`src/rtl/core/yrmd_pkg.sv`:
```
// ----------------------------------------------------------------------------
// YUYV to RGB motion detect package
// Beat types, register indexes, coefficients and the output clamp.
// ----------------------------------------------------------------------------
`timescale 1ns / 1ps

package yrmd_pkg;

   localparam int MAX_PIXEL_PAIRS = 262144;
   localparam int ADDR_W          = $clog2(MAX_PIXEL_PAIRS);
   localparam int FILL_W          = $clog2(MAX_PIXEL_PAIRS + 1);

   localparam int SUM_W = 27;

   localparam logic signed [17:0] COEF_RV = 18'sd91881;
   localparam logic signed [17:0] COEF_GU = 18'sd22554;
   localparam logic signed [17:0] COEF_GV = 18'sd46802;
   localparam logic signed [17:0] COEF_BU = 18'sd116130;

   localparam logic signed [SUM_W-1:0] CLAMP_TOP = 27'sd16711680;

   localparam logic [7:0]  LUMA_THR_RESET  = 8'd100;
   localparam logic [20:0] COUNT_THR_RESET = 21'h1FFFFF;

   typedef enum logic [0:0] {
      CSR_LUMA_THRESHOLD  = 1'b0,
      CSR_COUNT_THRESHOLD = 1'b1
   } csr_index_type;

   typedef struct packed {
      logic [7:0] luma_first;
      logic [7:0] chroma_blue;
      logic [7:0] luma_second;
      logic [7:0] chroma_red;
      logic       frame_last;
   } req_type;

   typedef struct packed {
      logic [7:0]  red_first;
      logic [7:0]  green_first;
      logic [7:0]  blue_first;
      logic [7:0]  red_second;
      logic [7:0]  green_second;
      logic [7:0]  blue_second;
      logic        frame_end;
      logic [19:0] changed_count;
      logic        frame_passed;
   } rsp_type;

   function automatic logic [7:0] clamp_q16(input logic signed [SUM_W-1:0] sum);
      logic [7:0] res;
      if (sum < 0) begin
         res = 8'd0;
      end else if (sum >= CLAMP_TOP) begin
         res = 8'd255;
      end else begin
         res = sum[23:16];
      end
      return res;
   endfunction

endpackage

```
`src/rtl/core/yrmd_rgb.sv`:
```
// ----------------------------------------------------------------------------
// YRMD color converter
// Full-range BT.601 conversion of one luma and a chroma pair to RGB888.
// ----------------------------------------------------------------------------
`timescale 1ns / 1ps

module yrmd_rgb (
   input  logic [7:0] luma,
   input  logic [7:0] chroma_blue,
   input  logic [7:0] chroma_red,
   output logic [7:0] red,
   output logic [7:0] green,
   output logic [7:0] blue
);
   import yrmd_pkg::*;

   logic signed [8:0]       u;
   logic signed [8:0]       v;
   logic signed [SUM_W-1:0] base;
   logic signed [SUM_W-1:0] red_sum;
   logic signed [SUM_W-1:0] green_sum;
   logic signed [SUM_W-1:0] blue_sum;

   assign u    = $signed({1'b0, chroma_blue}) - 9'sd128;
   assign v    = $signed({1'b0, chroma_red}) - 9'sd128;
   assign base = $signed({3'b000, luma, 16'h0000});

   assign red_sum   = base + COEF_RV * v;
   assign green_sum = base - COEF_GU * u - COEF_GV * v;
   assign blue_sum  = base + COEF_BU * u;

   assign red   = clamp_q16(red_sum);
   assign green = clamp_q16(green_sum);
   assign blue  = clamp_q16(blue_sum);

endmodule

```
`config.mk`:
```
export PLATFORM = sky130hd
export DESIGN_NAME = yrmd_rgb
export DESIGN_NICKNAME = d
export VERILOG_FILES = /design/src/rtl/core/yrmd_pkg.sv /design/src/rtl/core/yrmd_rgb.sv
export SDC_FILE = /design/constraint.sdc
export NUM_CORES = 1
export LEC_CHECK = 0
export BUFFER_PORTS_ARGS = -buffer_cell sky130_fd_sc_hd__buf_2
export CORE_MARGIN = 1.5
export CORE_UTILIZATION = 46
export DETAILED_ROUTE_END_ITERATION = 10
export MAX_ROUTING_LAYER = met4
export SYNTH_ARGS = -nofsm -noshare
export SYNTH_HDL_FRONTEND = slang
export SYNTH_SLANG_ARGS = --single-unit
```
`constraint.sdc`:
```
create_clock -name vclk -period 9.9
set_clock_uncertainty 0.2 [all_clocks]
set_input_delay 1.98 -clock vclk [all_inputs]
set_output_delay 1.98 -clock vclk [all_outputs]
set_load 0.05 [all_outputs]
```
---- Yosys cells after proc, flatten, opt, wreduce, memory -nomap -nowiden ----
Index checks and enable logic that the tools add are counted.
operators by class
  $add $sub $neg .......................... 6
  multiply operators ...................... 4
  order comparisons ....................... 6
  multiplexer cells ....................... 6
operator list
  kind                                                                 number
  greater-or-equal comparator 27 x 25 -> 1 bit, second input constant  3
  < comparator 27 x 1 -> 1 bit, second input constant                  3
  adder 25 x 27 -> 27 bit                                              2
  two-way mux 8 bit                                                    6
  multiplier 18 x 9 -> 27 bit, first input constant                    1
  subtractor 26 x 26 -> 27 bit                                         1
  multiplier 17 x 9 -> 26 bit, first input constant                    1
  subtractor 25 x 25 -> 26 bit                                         1
  multiplier 16 x 9 -> 25 bit, first input constant                    1
  multiplier 15 x 9 -> 24 bit, first input constant                    1
  subtractor 8 x 8 -> 9 bit, second input constant                     2
word-level totals
  flip-flop bits (word level) ............. 0
  input port bits ......................... 24
  output and inout bits ................... 24
  logic and storage cells ................. 22

---- Longest topological paths before layout ----
  depth in word-level cells ............... 7
  depth in mapped cells ................... 32
  gate-level depth less buffers ........... 32

---- Least setup slack after synthesis ----
Ideal clock, no wire load.
  path kind ............................... input to output
  start point ............................. input port chroma_red[7]
  end point ............................... output port green[0]
  data arrival time ....................... 8588 ps
  data required time ...................... 7720 ps
  slack ................................... -868 ps
  cell stages on the path ................. 27
  cells stage by stage .................... clkbuf_1 inv_2 ha_1 fa_1 fa_1 inv_1 fa_1 inv_1 ha_1 a21o_1 a21oi_1 o21bai_1 a2111oi_0 o41a_1 xnor2_1 fa_1 inv_1 ha_1 clkbuf_1 and3_1 a31oi_1 o2111ai_1 o22ai_1 o21ai_0 a21oi_1 xnor2_1 o21a_1
on the way
  longest elaborated chain between the ends .. 6
RTL lines
  what                                          RTL line        RTL
  start, declared                               yrmd_rgb.sv:10  input logic [7:0] chroma_red,
  subtractor 8 x 8 -> 9 bit (*)                 yrmd_rgb.sv:25  assign v = $signed({1'b0, chroma_red}) - 9'sd128;
  multiplier 16 x 9 -> 25 bit (*)               yrmd_rgb.sv:29  assign green_sum = base - COEF_GU * u - COEF_GV * v;
  subtractor 26 x 26 -> 27 bit (*)              yrmd_rgb.sv:29
  greater-or-equal comparator 27 x 25 -> 1 bit  yrmd_pkg.sv:54  end else if (sum >= CLAMP_TOP) begin
  two-way mux 8 bit                             yrmd_pkg.sv:54
  two-way mux 8 bit (*)                         yrmd_pkg.sv:52  if (sum < 0) begin
  end, declared                                 yrmd_rgb.sv:12  output logic [7:0] green,
Mark *: on every way between the ends. The rest lies on a longest branch, timed or not.

---- Worst setup path after layout ----
  start point ............................. input port chroma_red[2]
  end point ............................... output port green[7]
The elaborated chain is that of the path after synthesis.

==> results.json <==
{
  "status": "finished, violations left",
  "failed_checks": "setup timing",
  "hold_class": "in2out",
  "whs_ps": 4517,
  "syn_area_per_cell_um2": 8.929,
  "hp-start": "luma[0]",
  "final_max_slew_viol_count": 0,
  "max_cap_viol_count": 0,
  "grt_max_degree": 14,
  "worstPathMaxFanout": 6,
  "fmax_ghz": 0.09704,
  "fin_setup_tns_ps": -3666,
  "via_count": 8875,
  "io-pin-count": 48,
  "nNetsFinal": 1897,
  "netlist_area_mm2": 0.01027,
  "yosysMostFrequentCell": "ha_1",
  "worst_pin_slew_ps": 718.9,
  "dp_hpwl_um": 23780,
  "rsz0062_at_grt": "yes",
  "dieHeight_um": 152.4,
  "n_antenna_cell": 0,
  "initial_utilization": 0.4691,
  "setup_viol_count_final": 16,
  "antenna_found_initial": 0,
  "finalWeightedCongestion": 0.9178,
  "routed_via_density": 5.136,
  "slew_headroom": 0.5147,
  "wl_um": 26730,
  "min_period_ps": 10310,
  "yosysSeqAreaShare": 0,
  "yosys-top-cells-count": "ha_1, inv_1, fa_1, a21oi_1, xnor2_1",
  "endpoint_kind": "output pin",
  "die_width_um": 152.4,
  "synth_top_cell_by_area": "ha_1",
  "regArea_um2": 0,
  "overflow": 0,
  "grt_usage": 0.2384,
  "drtIter0Drc": 203,
  "crit_arrival_ps": 8130,
  "syn2layout_area_growth_pct": 37.27,
  "ys_warn_count": 0,
  "required_ps": 7720,
  "top_usage_layer": "met2",
  "die_area_mm2": 0.02323,
  "gr-usage-met3": 0.004835,
  "drc": 0,
  "drt_pass1_iterations": 4,
  "grt_pass1_wl_um": 44300,
  "drive_gt1_frac": 0.3267,
  "slowest_delay_ps": 540,
  "grt_pass1_vias": 9407,
  "hold_depth": 5,
  "port_buffers": 48,
  "synth_top_area_frac": 0.3643,
  "wl_per_cell_um": 15.47,
  "fp.coreArea_mm2": 0.02189,
  "synth_area_leaders": "ha_1, fa_1, inv_1, a21oi_1, xnor2_1",
  "use_met1": 0.2834,
  "cp_slowest_cell": "fa_1",
  "ys_types": 66,
  "worstSetupStartpointType": "primary input",
  "grt_util_met2": 0.4475,
  "design.seq.count": 0,
  "nClkBuffers": 0,
  "finalHoldViolCount": 0,
  "min_to": "blue[0]",
  "netlist_instances": 1150,
  "syn_nets": 1597,
  "rows": 54,
  "fin_util": 0.6439,
  "worstSetupPathType": "in2out",
  "period_share": 1.041,
  "worst_slack_ps": -405.0,
  "n_fill_cell": 1870,
  "antenna_left": 0
}
layout make-up:
cell class         count  area [um^2]  area share
multi-input cells    896        10410      0.7383
repair buffers       303         2385      0.1692
inverters            249        953.4     0.06764
well taps            280        350.3     0.02485
logic make-up (layout without fill, tap and decap cells):
kind of cell | after synthesis | in the layout | share of synthesized area
adders and majority gates | 423 | 423 | 0.6061
buffers and inverters | 254 | 552 | 0.09358
AOI/OAI and AO/OA | 244 | 244 | 0.1569
and+or+nand+nor | 156 | 156 | 0.08018
xor gates and xnor gates | 71 | 71 | 0.06129
muxes | 2 | 2 | 0.001950
worst max path at each step:
stage	startpoint	to	slack [ps]
2_1_floorplan	chroma_red[2]	green[0]	-130
3_3_place_gp	chroma_red[2]	green[3]	-600
3_5_place_dp	chroma_red[1]	green[1]	-670
4_1_cts	chroma_red[2]	green[5]	-480
5_1_grt	chroma_red[2]	green[5]	-740
6_report	chroma_red[2]	green[7]	-410
critical path, delay by kind of cell:
kind | cells | cell delay [ps]
compound gates | 10 | 1790
xor+xnor | 3 | 460
fa+ha+maj | 7 | 2740
buf+inv | 11 | 1130
placed cells by master, fill, tap and decap left out, drive strengths merged, types with 3 or more instances in the layout:
cell type  count
nand2b        15
or3            4
o41ai          3
a211oi        11
a31oi          3
and2           3
and3           7
nand3b         3
o211ai         3
nor4           3
nor3b          3
buf          302
nand4          3
nor2          27
nor3          16
o31ai          7
o21bai         5
o31a           3
a21oi         82
xnor2         45
a2111oi        3
nand3         10
a21boi         4
o21ai         42
o21a          19
a221oi         3
nand2         36
inv          248
o311ai         3
nor2b         10
ha           299
or2           10
fa           124
a21o          33
o22ai          3
xor2          26
a41o           3
layer usage:
layer,vias to the layer above,wire length (um),share of wire
li1,4498,-,-
met1,4229,11340,0.42
met2,109,14300,0.53
met3,39,367,0.014
met4,0,728,0.027
met5,-,0,0
repair_timing:
action,4_1_cts,5_1_grt
endpoints found under the setup margin,16,16
setup buffers,22,6
pin swaps,84,46
hold buffers,0,0
gates resized for setup,102,45
metrics by stage:
stage / instances / cell area, um^2 / worst slack (ps)
2_1_floorplan: 1150 / 10960 / -134.5
3_3_place_gp: 1702 / 13230 / -599.0
3_5_place_dp: 1702 / 13230 / -667.2
4_1_cts: 1723 / 13830 / -482.5
5_1_grt: 1728 / 14100 / -741.0
6_report: 1728 / 14100 / -405.0
Power is left out: the tool's default activity adds up to more than one toggle a clock period on the data nets, which glitch-free logic cannot reach.
